`config.mk`:
```
export PLATFORM = sky130hd
export DESIGN_NAME = rtp_receiver_stats_core_flat
export DESIGN_NICKNAME = d
export VERILOG_FILES = /design/src/design/rtprs_pkg.sv /design/src/design/rtprs_if.sv /design/src/design/rtp_receiver_stats_core.sv /design/src/design/rtprs_ram.sv /design/src/design/rtprs_alu.sv /design/src/flat_wrapper.sv
export SDC_FILE = /design/constraint.sdc
export NUM_CORES = 2
export LEC_CHECK = 0
export BUFFER_PORTS_ARGS = -buffer_cell sky130_fd_sc_hd__buf_2
export CAP_MARGIN = 20
export CORE_MARGIN = 10
export CORE_UTILIZATION = 30
export CTS_CLUSTER_DIAMETER = 80
export DETAILED_ROUTE_END_ITERATION = 12
export HOLD_SLACK_MARGIN = 0.12
export SLEW_MARGIN = 10
export SYNTH_ARGS = -nofsm -noshare
export SYNTH_HDL_FRONTEND = slang
export SYNTH_SLANG_ARGS = --single-unit
export TNS_END_PERCENT = 20
```
`constraint.sdc`:
```
create_clock -name clock -period 39.8 [get_ports clock]
set_input_delay 7.96 -clock clock [delete_from_list [all_inputs] [get_ports clock]]
set_output_delay 7.96 -clock clock [all_outputs]
set_load 0.02 [all_outputs]
```
`src/design/rtprs_pkg.sv`:
```
// Package: shared types and constants for the RTP receiver statistics core.
`timescale 1ns / 1ps
`default_nettype none

package rtprs_pkg;

   localparam int WINDOW_BITS_DEF = 1024;
   localparam int WORD_BITS       = 32;

   localparam logic [31:0] JIT_ROUND = 32'd8;
   localparam logic [31:0] JIT_SAT   = 32'hFFFF_FFFF;

   typedef enum logic [2:0] {
      CLS_FIRST     = 3'd0,
      CLS_ADVANCE   = 3'd1,
      CLS_DUPLICATE = 3'd2,
      CLS_REORDER   = 3'd3,
      CLS_TOO_LATE  = 3'd4,
      CLS_IGNORED   = 3'd5
   } pkt_class_type;

   typedef enum logic [4:0] {
      ST_INIT,
      ST_IDLE,
      ST_CHECK,
      ST_TRANSIT,
      ST_DELTA,
      ST_ABS,
      ST_RND,
      ST_DECAY,
      ST_JADD,
      ST_PEAK,
      ST_SEQ,
      ST_WIPE,
      ST_SKIP_RD,
      ST_SKIP_WR,
      ST_MARK_RD,
      ST_MARK_WR,
      ST_EXP1,
      ST_EXP2,
      ST_LOST1,
      ST_LOST2,
      ST_DONE
   } state_type;

   // operation for the shared adder: a + b, or a - b when sub is set
   typedef struct packed {
      logic [31:0] a;
      logic [31:0] b;
      logic        sub;
   } alu_req_type;

endpackage

`default_nettype wire

```
`src/design/rtprs_if.sv`:
```
// Interfaces: packet request channel and statistics response channel.
`timescale 1ns / 1ps
`default_nettype none

interface rtprs_req_if;
   logic        valid;
   logic        ready;
   logic [15:0] seq_num;
   logic [31:0] media_ts;
   logic [31:0] source_id;
   logic [31:0] arrival_time;

   modport source (
      output valid, seq_num, media_ts, source_id, arrival_time,
      input  ready
   );
   modport sink (
      input  valid, seq_num, media_ts, source_id, arrival_time,
      output ready
   );
endinterface

interface rtprs_rsp_if;
   logic               valid;
   logic               ready;
   logic [2:0]         pkt_class;
   logic [31:0]        received_count;
   logic [31:0]        duplicate_count;
   logic [31:0]        reorder_count;
   logic [31:0]        too_late_count;
   logic [31:0]        ignored_count;
   logic [31:0]        expected_count;
   logic signed [31:0] lost_count;
   logic [31:0]        jitter_q4;
   logic [31:0]        jitter_peak_q4;

   modport source (
      output valid, pkt_class, received_count, duplicate_count, reorder_count,
             too_late_count, ignored_count, expected_count, lost_count,
             jitter_q4, jitter_peak_q4,
      input  ready
   );
   modport sink (
      input  valid, pkt_class, received_count, duplicate_count, reorder_count,
             too_late_count, ignored_count, expected_count, lost_count,
             jitter_q4, jitter_peak_q4,
      output ready
   );
endinterface

`default_nettype wire

```
`src/design/rtp_receiver_stats_core.sv`:
```
// Top level: RTP receiver statistics, sequence window and interarrival jitter.
//
//   channel | dir | handshake        | payload
//   --------+-----+------------------+--------------------------------------------
//   req     | in  | req.valid/ready  | seq_num, media_ts, source_id, arrival_time
//   rsp     | out | rsp.valid/ready  | pkt_class, counters, expected, lost, jitter
//
// One packet at a time: the accept step, 13 sequencer steps (ignored packets: 5,
// 11 and 4 of them on the shared adder; the first packet skips ST_ABS to ST_SEQ)
// and the output step; the seen map RAM adds a read and a write step for the mark,
// a read and a write step per touched word for skipped positions (at most
// WINDOW_BITS/32+1 words) or one write per word for a full wipe.
// After reset a clearing pass over all WINDOW_BITS/32 map words runs before req.ready.
// A finished result waits in the output register; the next packet is taken
// meanwhile and holds in its last step until rsp is free.
// WINDOW_BITS must be a power of two.
`timescale 1ns / 1ps
`default_nettype none

module rtp_receiver_stats_core #(
   parameter int WINDOW_BITS = rtprs_pkg::WINDOW_BITS_DEF
) (
   input wire logic    clock,
   input wire logic    reset,
   rtprs_req_if.sink   req,
   rtprs_rsp_if.source rsp
);
   import rtprs_pkg::*;

   localparam int POS_W     = $clog2(WINDOW_BITS);
   localparam int REM_W     = POS_W + 1;
   localparam int MAP_WORDS = WINDOW_BITS / WORD_BITS;
   localparam int ADDR_W    = (POS_W > 5) ? POS_W - 5 : 1;
   localparam int RAM_DEPTH = 1 << ADDR_W;
   localparam logic [ADDR_W-1:0] WORD_LAST = ADDR_W'(MAP_WORDS - 1);

   // control and statistics state
   state_type     state_ff, state_in;
   logic          locked_ff, locked_in;
   logic [31:0]   src_lock_ff, src_lock_in;
   logic [15:0]   base_ff, base_in;
   logic [15:0]   highest_ff, highest_in;
   logic [15:0]   wrap_ff, wrap_in;
   logic [31:0]   prev_ff, prev_in;
   logic [31:0]   jit_ff, jit_in;
   logic [31:0]   peak_ff, peak_in;
   logic [31:0]   recv_ff, recv_in;
   logic [31:0]   dup_ff, dup_in;
   logic [31:0]   reord_ff, reord_in;
   logic [31:0]   late_ff, late_in;
   logic [31:0]   ign_ff, ign_in;
   logic [ADDR_W-1:0] word_cnt_ff, word_cnt_in;
   logic          first_ff, first_in;
   logic          test_ff, test_in;
   logic          out_valid_ff, out_valid_in;

   // working registers
   logic [15:0]   seq_ff, seq_in;
   logic [31:0]   ts_ff, ts_in;
   logic [31:0]   src_ff, src_in;
   logic [31:0]   arr_ff, arr_in;
   logic [31:0]   transit_ff, transit_in;
   logic [31:0]   d_ff, d_in;
   logic [32:0]   t_ff, t_in;
   logic [31:0]   exp_ff, exp_in;
   logic [31:0]   lost_ff, lost_in;
   pkt_class_type cls_ff, cls_in;
   logic [POS_W-1:0] pos_ff, pos_in;
   logic [REM_W-1:0] rem_ff, rem_in;

   // output register
   pkt_class_type out_cls_ff, out_cls_in;
   logic [31:0]   out_recv_ff, out_recv_in;
   logic [31:0]   out_dup_ff, out_dup_in;
   logic [31:0]   out_reord_ff, out_reord_in;
   logic [31:0]   out_late_ff, out_late_in;
   logic [31:0]   out_ign_ff, out_ign_in;
   logic [31:0]   out_exp_ff, out_exp_in;
   logic [31:0]   out_lost_ff, out_lost_in;
   logic [31:0]   out_jit_ff, out_jit_in;
   logic [31:0]   out_peak_ff, out_peak_in;

   alu_req_type   alu_op;
   logic [32:0]   alu_res;

   logic              ram_we;
   logic [ADDR_W-1:0] ram_waddr;
   logic [31:0]       ram_wdata;
   logic [ADDR_W-1:0] ram_raddr;
   logic [31:0]       ram_rdata;

   logic [15:0]      seq_dist;
   logic [15:0]      lag;
   logic             dist_big;
   logic             lag_big;
   logic [POS_W-1:0] seq_pos;
   logic [ADDR_W-1:0] seq_word;
   logic [ADDR_W-1:0] pos_word;
   logic [31:0]      seq_bit;
   logic [4:0]       lo;
   logic [5:0]       room;
   logic [5:0]       skip_n;
   logic [5:0]       hi;
   logic [31:0]      clr_mask;
   logic [REM_W-1:0] rem_next;

   rtprs_alu u_alu (
      .op     (alu_op),
      .result (alu_res)
   );

   rtprs_ram #(
      .WIDTH (WORD_BITS),
      .DEPTH (RAM_DEPTH)
   ) u_map (
      .clock   (clock),
      .wr_en   (ram_we),
      .wr_addr (ram_waddr),
      .wr_data (ram_wdata),
      .rd_addr (ram_raddr),
      .rd_data (ram_rdata)
   );

   // sequence window helpers
   always_comb begin
      seq_dist = seq_ff - highest_ff;
      lag      = 16'd0 - seq_dist;
      dist_big = (seq_dist >> POS_W) != 16'd0;
      lag_big  = (lag >> POS_W) != 16'd0;
      seq_pos  = seq_ff[POS_W-1:0];
      seq_word = ADDR_W'(seq_pos >> 5);
      pos_word = ADDR_W'(pos_ff >> 5);
      seq_bit  = 32'd1 << seq_pos[4:0];
   end

   // clear mask for the skipped positions inside the current word
   always_comb begin
      lo     = pos_ff[4:0];
      room   = 6'd32 - {1'b0, lo};
      skip_n = (rem_ff < REM_W'(room)) ? rem_ff[5:0] : room;
      hi     = {1'b0, lo} + skip_n;
      for (int i = 0; i < 32; i++) begin
         clr_mask[i] = (6'(i) >= {1'b0, lo}) && (6'(i) < hi);
      end
      rem_next = rem_ff - REM_W'(skip_n);
   end

   always_ff @(posedge clock) begin
      if (reset) begin
         state_ff     <= ST_INIT;
         locked_ff    <= 1'b0;
         src_lock_ff  <= '0;
         base_ff      <= '0;
         highest_ff   <= '0;
         wrap_ff      <= '0;
         prev_ff      <= '0;
         jit_ff       <= '0;
         peak_ff      <= '0;
         recv_ff      <= '0;
         dup_ff       <= '0;
         reord_ff     <= '0;
         late_ff      <= '0;
         ign_ff       <= '0;
         word_cnt_ff  <= '0;
         first_ff     <= 1'b0;
         test_ff      <= 1'b0;
         out_valid_ff <= 1'b0;
      end else begin
         state_ff     <= state_in;
         locked_ff    <= locked_in;
         src_lock_ff  <= src_lock_in;
         base_ff      <= base_in;
         highest_ff   <= highest_in;
         wrap_ff      <= wrap_in;
         prev_ff      <= prev_in;
         jit_ff       <= jit_in;
         peak_ff      <= peak_in;
         recv_ff      <= recv_in;
         dup_ff       <= dup_in;
         reord_ff     <= reord_in;
         late_ff      <= late_in;
         ign_ff       <= ign_in;
         word_cnt_ff  <= word_cnt_in;
         first_ff     <= first_in;
         test_ff      <= test_in;
         out_valid_ff <= out_valid_in;
      end
   end

   always_ff @(posedge clock) begin
      seq_ff       <= seq_in;
      ts_ff        <= ts_in;
      src_ff       <= src_in;
      arr_ff       <= arr_in;
      transit_ff   <= transit_in;
      d_ff         <= d_in;
      t_ff         <= t_in;
      exp_ff       <= exp_in;
      lost_ff      <= lost_in;
      cls_ff       <= cls_in;
      pos_ff       <= pos_in;
      rem_ff       <= rem_in;
      out_cls_ff   <= out_cls_in;
      out_recv_ff  <= out_recv_in;
      out_dup_ff   <= out_dup_in;
      out_reord_ff <= out_reord_in;
      out_late_ff  <= out_late_in;
      out_ign_ff   <= out_ign_in;
      out_exp_ff   <= out_exp_in;
      out_lost_ff  <= out_lost_in;
      out_jit_ff   <= out_jit_in;
      out_peak_ff  <= out_peak_in;
   end

   always_comb begin
      state_in     = state_ff;
      locked_in    = locked_ff;
      src_lock_in  = src_lock_ff;
      base_in      = base_ff;
      highest_in   = highest_ff;
      wrap_in      = wrap_ff;
      prev_in      = prev_ff;
      jit_in       = jit_ff;
      peak_in      = peak_ff;
      recv_in      = recv_ff;
      dup_in       = dup_ff;
      reord_in     = reord_ff;
      late_in      = late_ff;
      ign_in       = ign_ff;
      word_cnt_in  = word_cnt_ff;
      first_in     = first_ff;
      test_in      = test_ff;
      out_valid_in = out_valid_ff && !rsp.ready;

      seq_in       = seq_ff;
      ts_in        = ts_ff;
      src_in       = src_ff;
      arr_in       = arr_ff;
      transit_in   = transit_ff;
      d_in         = d_ff;
      t_in         = t_ff;
      exp_in       = exp_ff;
      lost_in      = lost_ff;
      cls_in       = cls_ff;
      pos_in       = pos_ff;
      rem_in       = rem_ff;

      out_cls_in   = out_cls_ff;
      out_recv_in  = out_recv_ff;
      out_dup_in   = out_dup_ff;
      out_reord_in = out_reord_ff;
      out_late_in  = out_late_ff;
      out_ign_in   = out_ign_ff;
      out_exp_in   = out_exp_ff;
      out_lost_in  = out_lost_ff;
      out_jit_in   = out_jit_ff;
      out_peak_in  = out_peak_ff;

      alu_op       = '{a: 32'd0, b: 32'd0, sub: 1'b0};
      ram_we       = 1'b0;
      ram_waddr    = pos_word;
      ram_wdata    = 32'd0;
      ram_raddr    = pos_word;
      req.ready    = 1'b0;

      case (state_ff)
         ST_INIT: begin
            ram_we      = 1'b1;
            ram_waddr   = word_cnt_ff;
            ram_wdata   = 32'd0;
            word_cnt_in = word_cnt_ff + ADDR_W'(1);
            if (word_cnt_ff == WORD_LAST) begin
               word_cnt_in = '0;
               state_in    = ST_IDLE;
            end
         end
         ST_IDLE: begin
            req.ready = 1'b1;
            if (req.valid) begin
               seq_in   = req.seq_num;
               ts_in    = req.media_ts;
               src_in   = req.source_id;
               arr_in   = req.arrival_time;
               state_in = ST_CHECK;
            end
         end
         ST_CHECK: begin
            test_in = 1'b0;
            if (!locked_ff) begin
               locked_in   = 1'b1;
               src_lock_in = src_ff;
               base_in     = seq_ff;
               highest_in  = seq_ff;
               wrap_in     = '0;
               recv_in     = 32'd1;
               cls_in      = CLS_FIRST;
               first_in    = 1'b1;
               state_in    = ST_TRANSIT;
            end else if (src_ff != src_lock_ff) begin
               ign_in   = ign_ff + 32'd1;
               cls_in   = CLS_IGNORED;
               state_in = ST_EXP1;
            end else begin
               recv_in  = recv_ff + 32'd1;
               first_in = 1'b0;
               state_in = ST_TRANSIT;
            end
         end
         ST_TRANSIT: begin
            alu_op     = '{a: arr_ff, b: ts_ff, sub: 1'b1};
            transit_in = alu_res[31:0];
            state_in   = ST_DELTA;
         end
         ST_DELTA: begin
            alu_op   = '{a: transit_ff, b: prev_ff, sub: 1'b1};
            d_in     = alu_res[31:0];
            prev_in  = transit_ff;
            // the first packet only seeds the transit reference
            state_in = first_ff ? ST_MARK_RD : ST_ABS;
         end
         ST_ABS: begin
            alu_op = '{a: 32'd0, b: d_ff, sub: 1'b1};
            if (d_ff[31]) begin
               d_in = alu_res[31:0];
            end
            state_in = ST_RND;
         end
         ST_RND: begin
            alu_op   = '{a: jit_ff, b: JIT_ROUND, sub: 1'b0};
            t_in     = alu_res;
            state_in = ST_DECAY;
         end
         ST_DECAY: begin
            alu_op   = '{a: jit_ff, b: 32'(t_ff[32:4]), sub: 1'b1};
            t_in     = alu_res;
            state_in = ST_JADD;
         end
         ST_JADD: begin
            alu_op   = '{a: t_ff[31:0], b: d_ff, sub: 1'b0};
            jit_in   = alu_res[32] ? JIT_SAT : alu_res[31:0];
            state_in = ST_PEAK;
         end
         ST_PEAK: begin
            alu_op = '{a: peak_ff, b: jit_ff, sub: 1'b1};
            if (!alu_res[32]) begin
               peak_in = jit_ff;
            end
            state_in = ST_SEQ;
         end
         ST_SEQ: begin
            if (seq_dist == 16'd0) begin
               dup_in   = dup_ff + 32'd1;
               cls_in   = CLS_DUPLICATE;
               state_in = ST_EXP1;
            end else if (!seq_dist[15]) begin
               cls_in     = CLS_ADVANCE;
               highest_in = seq_ff;
               if (seq_ff < highest_ff) begin
                  wrap_in = wrap_ff + 16'd1;
               end
               pos_in = highest_ff[POS_W-1:0] + POS_W'(1);
               rem_in = REM_W'(seq_dist - 16'd1);
               if (dist_big) begin
                  word_cnt_in = '0;
                  state_in    = ST_WIPE;
               end else if (seq_dist == 16'd1) begin
                  state_in = ST_MARK_RD;
               end else begin
                  state_in = ST_SKIP_RD;
               end
            end else if (lag_big) begin
               late_in  = late_ff + 32'd1;
               cls_in   = CLS_TOO_LATE;
               state_in = ST_EXP1;
            end else begin
               test_in  = 1'b1;
               state_in = ST_MARK_RD;
            end
         end
         ST_WIPE: begin
            ram_we      = 1'b1;
            ram_waddr   = word_cnt_ff;
            ram_wdata   = 32'd0;
            word_cnt_in = word_cnt_ff + ADDR_W'(1);
            if (word_cnt_ff == WORD_LAST) begin
               word_cnt_in = '0;
               state_in    = ST_MARK_RD;
            end
         end
         ST_SKIP_RD: begin
            ram_raddr = pos_word;
            state_in  = ST_SKIP_WR;
         end
         ST_SKIP_WR: begin
            ram_we    = 1'b1;
            ram_waddr = pos_word;
            ram_wdata = ram_rdata & ~clr_mask;
            pos_in    = pos_ff + POS_W'(skip_n);
            rem_in    = rem_next;
            state_in  = (rem_next == '0) ? ST_MARK_RD : ST_SKIP_RD;
         end
         ST_MARK_RD: begin
            ram_raddr = seq_word;
            state_in  = ST_MARK_WR;
         end
         ST_MARK_WR: begin
            ram_we    = 1'b1;
            ram_waddr = seq_word;
            ram_wdata = ram_rdata | seq_bit;
            if (test_ff) begin
               if ((ram_rdata & seq_bit) != 32'd0) begin
                  dup_in = dup_ff + 32'd1;
                  cls_in = CLS_DUPLICATE;
               end else begin
                  reord_in = reord_ff + 32'd1;
                  cls_in   = CLS_REORDER;
               end
            end
            state_in = ST_EXP1;
         end
         ST_EXP1: begin
            alu_op   = '{a: {wrap_ff, highest_ff}, b: {16'd0, base_ff}, sub: 1'b1};
            t_in     = alu_res;
            state_in = ST_EXP2;
         end
         ST_EXP2: begin
            alu_op   = '{a: t_ff[31:0], b: 32'd1, sub: 1'b0};
            exp_in   = alu_res[31:0];
            state_in = ST_LOST1;
         end
         ST_LOST1: begin
            alu_op   = '{a: recv_ff, b: dup_ff, sub: 1'b1};
            t_in     = alu_res;
            state_in = ST_LOST2;
         end
         ST_LOST2: begin
            alu_op   = '{a: exp_ff, b: t_ff[31:0], sub: 1'b1};
            lost_in  = alu_res[31:0];
            state_in = ST_DONE;
         end
         ST_DONE: begin
            if (!out_valid_ff || rsp.ready) begin
               out_valid_in = 1'b1;
               out_cls_in   = cls_ff;
               out_recv_in  = recv_ff;
               out_dup_in   = dup_ff;
               out_reord_in = reord_ff;
               out_late_in  = late_ff;
               out_ign_in   = ign_ff;
               out_exp_in   = exp_ff;
               out_lost_in  = lost_ff;
               out_jit_in   = jit_ff;
               out_peak_in  = peak_ff;
               state_in     = ST_IDLE;
            end
         end
         default: begin
            state_in = ST_IDLE;
         end
      endcase
   end

   assign rsp.valid           = out_valid_ff;
   assign rsp.pkt_class       = out_cls_ff;
   assign rsp.received_count  = out_recv_ff;
   assign rsp.duplicate_count = out_dup_ff;
   assign rsp.reorder_count   = out_reord_ff;
   assign rsp.too_late_count  = out_late_ff;
   assign rsp.ignored_count   = out_ign_ff;
   assign rsp.expected_count  = out_exp_ff;
   assign rsp.lost_count      = $signed(out_lost_ff);
   assign rsp.jitter_q4       = out_jit_ff;
   assign rsp.jitter_peak_q4  = out_peak_ff;

endmodule

`default_nettype wire

```
`src/design/rtprs_ram.sv`:
```
// Generic simple dual-port RAM with registered read data.
`timescale 1ns / 1ps
`default_nettype none

module rtprs_ram #(
   parameter int WIDTH = 32,
   parameter int DEPTH = 32
) (
   input  wire logic                     clock,
   input  wire logic                     wr_en,
   input  wire logic [$clog2(DEPTH)-1:0] wr_addr,
   input  wire logic [WIDTH-1:0]         wr_data,
   input  wire logic [$clog2(DEPTH)-1:0] rd_addr,
   output logic      [WIDTH-1:0]         rd_data
);

   logic [WIDTH-1:0] mem_ff [DEPTH];

   always_ff @(posedge clock) begin
      if (wr_en) begin
         mem_ff[wr_addr] <= wr_data;
      end
      rd_data <= mem_ff[rd_addr];
   end

endmodule

`default_nettype wire

```
`src/design/rtprs_alu.sv`:
```
// Shared 32-bit adder/subtractor with carry out, used by the arithmetic sequencer steps.
`timescale 1ns / 1ps
`default_nettype none

module rtprs_alu (
   input  wire rtprs_pkg::alu_req_type op,
   output logic [32:0]                 result
);
   import rtprs_pkg::*;

   logic [31:0] b_eff;

   // for a subtract, carry out set means a >= b
   assign b_eff  = op.sub ? ~op.b : op.b;
   assign result = {1'b0, op.a} + {1'b0, b_eff} + {32'd0, op.sub};

endmodule

`default_nettype wire

```
`src/flat_wrapper.sv`:
```
// flat-port wrapper written by rule: the top's interface ports become plain ports
module rtp_receiver_stats_core_flat import rtprs_pkg::*;
#(
   parameter int WINDOW_BITS = rtprs_pkg::WINDOW_BITS_DEF
)
  (clock, reset, req_valid, req_seq_num, req_media_ts, req_source_id, req_arrival_time, req_ready, rsp_valid, rsp_pkt_class, rsp_received_count, rsp_duplicate_count, rsp_reorder_count, rsp_too_late_count, rsp_ignored_count, rsp_expected_count, rsp_lost_count, rsp_jitter_q4, rsp_jitter_peak_q4, rsp_ready);
  rtprs_req_if req_i ();
  rtprs_rsp_if rsp_i ();
  input wire logic clock;
  input wire logic reset;
  input wire logic [$bits(req_i.valid)-1:0] req_valid;
  input wire logic [$bits(req_i.seq_num)-1:0] req_seq_num;
  input wire logic [$bits(req_i.media_ts)-1:0] req_media_ts;
  input wire logic [$bits(req_i.source_id)-1:0] req_source_id;
  input wire logic [$bits(req_i.arrival_time)-1:0] req_arrival_time;
  output wire logic [$bits(req_i.ready)-1:0] req_ready;
  output wire logic [$bits(rsp_i.valid)-1:0] rsp_valid;
  output wire logic [$bits(rsp_i.pkt_class)-1:0] rsp_pkt_class;
  output wire logic [$bits(rsp_i.received_count)-1:0] rsp_received_count;
  output wire logic [$bits(rsp_i.duplicate_count)-1:0] rsp_duplicate_count;
  output wire logic [$bits(rsp_i.reorder_count)-1:0] rsp_reorder_count;
  output wire logic [$bits(rsp_i.too_late_count)-1:0] rsp_too_late_count;
  output wire logic [$bits(rsp_i.ignored_count)-1:0] rsp_ignored_count;
  output wire logic [$bits(rsp_i.expected_count)-1:0] rsp_expected_count;
  output wire logic [$bits(rsp_i.lost_count)-1:0] rsp_lost_count;
  output wire logic [$bits(rsp_i.jitter_q4)-1:0] rsp_jitter_q4;
  output wire logic [$bits(rsp_i.jitter_peak_q4)-1:0] rsp_jitter_peak_q4;
  input wire logic [$bits(rsp_i.ready)-1:0] rsp_ready;
  assign req_i.valid = req_valid;
  assign req_i.seq_num = req_seq_num;
  assign req_i.media_ts = req_media_ts;
  assign req_i.source_id = req_source_id;
  assign req_i.arrival_time = req_arrival_time;
  assign req_ready = req_i.ready;
  assign rsp_valid = rsp_i.valid;
  assign rsp_pkt_class = rsp_i.pkt_class;
  assign rsp_received_count = rsp_i.received_count;
  assign rsp_duplicate_count = rsp_i.duplicate_count;
  assign rsp_reorder_count = rsp_i.reorder_count;
  assign rsp_too_late_count = rsp_i.too_late_count;
  assign rsp_ignored_count = rsp_i.ignored_count;
  assign rsp_expected_count = rsp_i.expected_count;
  assign rsp_lost_count = rsp_i.lost_count;
  assign rsp_jitter_q4 = rsp_i.jitter_q4;
  assign rsp_jitter_peak_q4 = rsp_i.jitter_peak_q4;
  assign rsp_i.ready = rsp_ready;
  rtp_receiver_stats_core #(.WINDOW_BITS(WINDOW_BITS)) u_core (.clock(clock), .reset(reset), .req(req_i), .rsp(rsp_i));
endmodule
```
==> flow_summary.ini <==
[clocking]
clock-sinks = 1994
cts_buffer_depth = 4
clock_latency_ns = 0.88
cts_tree = yes
numCtsBuffers = 206
path_clk_slew_ns = 0.07
root_buffer = clkbuf_16
htreeDepth = 4
ctsResizeCount = 0
postCtsSetupBuffers = 0
cts_hold_buf = 0

[sta]
relSlewSlack_pct = 22.0
max_freq_mhz = 93.5
slew_viol_final = 0
fin_skew_ns = 0.0730
worst_pin_slew_ns = 1.17
layout_setup_ws_ns = 29.10
fin_tns_setup_ns = 0
rsz0062_at_grt = false
layout_min_cycle_time_ns = 10.70
setup_viol = 0
period_share_pct = 26.9
fin_hold_ws_ns = 0.423
finalHoldViolations = 0

[routing]
drt-vias-per-instance = 5.27
wirelength_mm = 249
vias = 52200
ant_nets = 0
drtIter0Drc = 6427
dr.pass1.iters = 7
wire_per_inst_um = 25.2
drcViolationCount = 0

[run_status]
status = finished, final reports clean

[hold_path]
hold_class = flop to flop
min_from = u_core.lost_ff[16]$_DFFE_PN_

[setup_path]
crit_start = u_core.state_ff[1]$_SDFFE_PP0P_
critPathKind = flop to output port
cp-start-kind = flop
crit_path_max_fanout = 25
reg2reg_depth = 20
required_ns = 31.84
crit_arrival_ns = 2.74
r2r_slack_ns = 32.43
r2r_end = u_core.jit_ff[19]$_SDFFE_PP0N_
reg2reg_from = u_core.state_ff[1]$_SDFFE_PP0P_
crit_end = req_ready
end_kind = output port

[placement]
place.gp.congestion = 0.917
io_buffers = 408
dp_hpwl_mm = 155
dp.cells = 9524
dp_slack_ns = 29.20

[job]
drv_cap = 0

[synthesis]
synth-seq-cells = 1994
yosys_warnings = 0
synth.area.top_cells = edfxtp_1 59%, dfxtp_1 9.4%, mux4_2 7.1%
netlist_top_cells_count = 1,612 x edfxtp_1, 768 x nand2_1, 382 x dfxtp_1
yosys_most_used_dff = edfxtp_1
seq_area_frac_synth_pct = 68.9
synth_cell_type_count = 95
synth-async-reset-ratio_pct = 0
synth.net_count = 5915
synth.most_common_cell = edfxtp_1
synth_area_um2 = 81400
synth_top_cell_by_area = edfxtp_1
syn_inst = 5715
synth-edff-count = 1612
synth_top_cell_area_share_pct = 59.5
syn_avg_cell_area_um2 = 14.2

[final_layout]
largest_reg_flops = 1024
layout-drive-gt1-share_pct = 19.9
largestRegisters = u_core.u_map.mem_ff: 1024 flops, u_core.t_ff: 33 flops
layout.nets = 6367
fillers = 25900
area_delta_synth_final_pct = 16.7
layoutNonFillerInstCount = 9902
regMostFlops = u_core.u_map.mem_ff

[floorplanning]
row_count = 191
pin_count = 409
die_w_um = 541
start_util_pct = 30.1
die_h_um = 541
dieArea_um2 = 293000
design.core.area_um2 = 271000

[power_and_ir_drop]
total_leakage_power_nw = 32.9
powerDensity_nw_per_um2 = 43.9
power.total_mw = 4.17
peakVddDrop_mv = 0.0324

[global_routing]
grtUsageTotal_pct = 16.2
gr-total-overflow = 0
grt_pass1_vias = 50300
grt_pass1_wl_mm = 358
grt_max_degree = 91
antenna_found_initial = 12
## report_power, final
group | switching (mW) | internal [mW]
Sequential | 0.00285 | 2.24
Combinational | 0.0280 | 0.00962
Clock | 0.822 | 1.07
Total | 0.853 | 3.32
## final cells by class
| cell class | instances | area, um2 | area share [%] |
|---|---|---|---|
| inverters | 98 | 368 | 0.387 |
| flip-flops and latches | 1994 | 56100 | 59.0 |
| repair buffers | 551 | 3170 | 3.34 |
| clock inverters | 98 | 955 | 1.01 |
| clock buffers | 269 | 5590 | 5.88 |
| multi-input cells | 3316 | 24400 | 25.7 |
| diodes | 6 | 15.0 | 0.0158 |
| well taps | 3570 | 4470 | 4.70 |
## critical path, stage by stage (launching register included)
cell	delay, ns
dfxtp_1	0.60
or3_1	0.57
nor2_1	0.45
buf_2	0.27
## stage by stage
| step | util, % | cell area, um2 |
|---|---|---|
| after floorplan | - | 81400 |
| after global routing | 35.1 | 95000 |
| final | 35.1 | 95000 |
| after detailed placement | 32.7 | 88400 |
| after CTS | 35.1 | 94900 |
| after global placement | 32.6 | 88300 |
## placed cells by master, fill, tap and decap left out, drive strengths merged, types with 19 or more instances in the layout
| cell | instances |
|---|---|
| a211oi | 24 |
| a21o | 24 |
| a21oi | 296 |
| a221oi | 21 |
| a222oi | 57 |
| a22o | 32 |
| a22oi | 76 |
| a311oi | 21 |
| a31oi | 19 |
| and2 | 30 |
| and3 | 48 |
| buf | 550 |
| clkbuf | 270 |
| clkinv | 62 |
| dfxtp | 382 |
| edfxtp | 1612 |
| ha | 80 |
| inv | 110 |
| mux2i | 45 |
| mux4 | 257 |
| nand2 | 768 |
| nand2b | 19 |
| nand3 | 299 |
| nand4 | 64 |
| nor2 | 366 |
| nor2b | 38 |
| nor3 | 73 |
| nor4 | 53 |
| o21ai | 123 |
| or3 | 22 |
| xnor2 | 175 |
| xor2 | 101 |
## worst min path at each step
stage | to | cells past startpoint | slack, ns
3_5_place_dp | u_core.rsp.lost_count[16]$_DFFE_PP_ | 0 | 0.41
2_1_floorplan | u_core.rsp.lost_count[0]$_DFFE_PP_ | 0 | 0.40
6_report | u_core.rsp.lost_count[16]$_DFFE_PP_ | 0 | 0.42
4_1_cts | u_core.rsp.lost_count[16]$_DFFE_PP_ | 0 | 0.42
5_1_grt | u_core.rsp.lost_count[11]$_DFFE_PP_ | 0 | 0.43
3_3_place_gp | u_core.rsp.lost_count[20]$_DFFE_PP_ | 0 | 0.41
## layer usage
metal	part of all wire, %	global-route usage, %	vias up
met5	0.011	0	-
met2	46	25.7	2668
met4	3.4	5.35	4
li1	-	-	22600
met3	9.5	3.05	445
met1	41	22.3	26500
## kinds of logic after synthesis
| family | Yosys count | share of synthesized area [%] |
|---|---|---|
| AOI/OAI and AO/OA | 797 | 6.55 |
| buffers and inverters | 405 | 1.99 |
| muxes | 310 | 7.77 |
| and+or+nand+nor | 1849 | 10.5 |
| adders and majority gates | 84 | 1.33 |
| DFF | 1994 | 68.9 |
| xor gates and xnor gates | 276 | 2.97 |
Power figures use the tool's default switching activity.
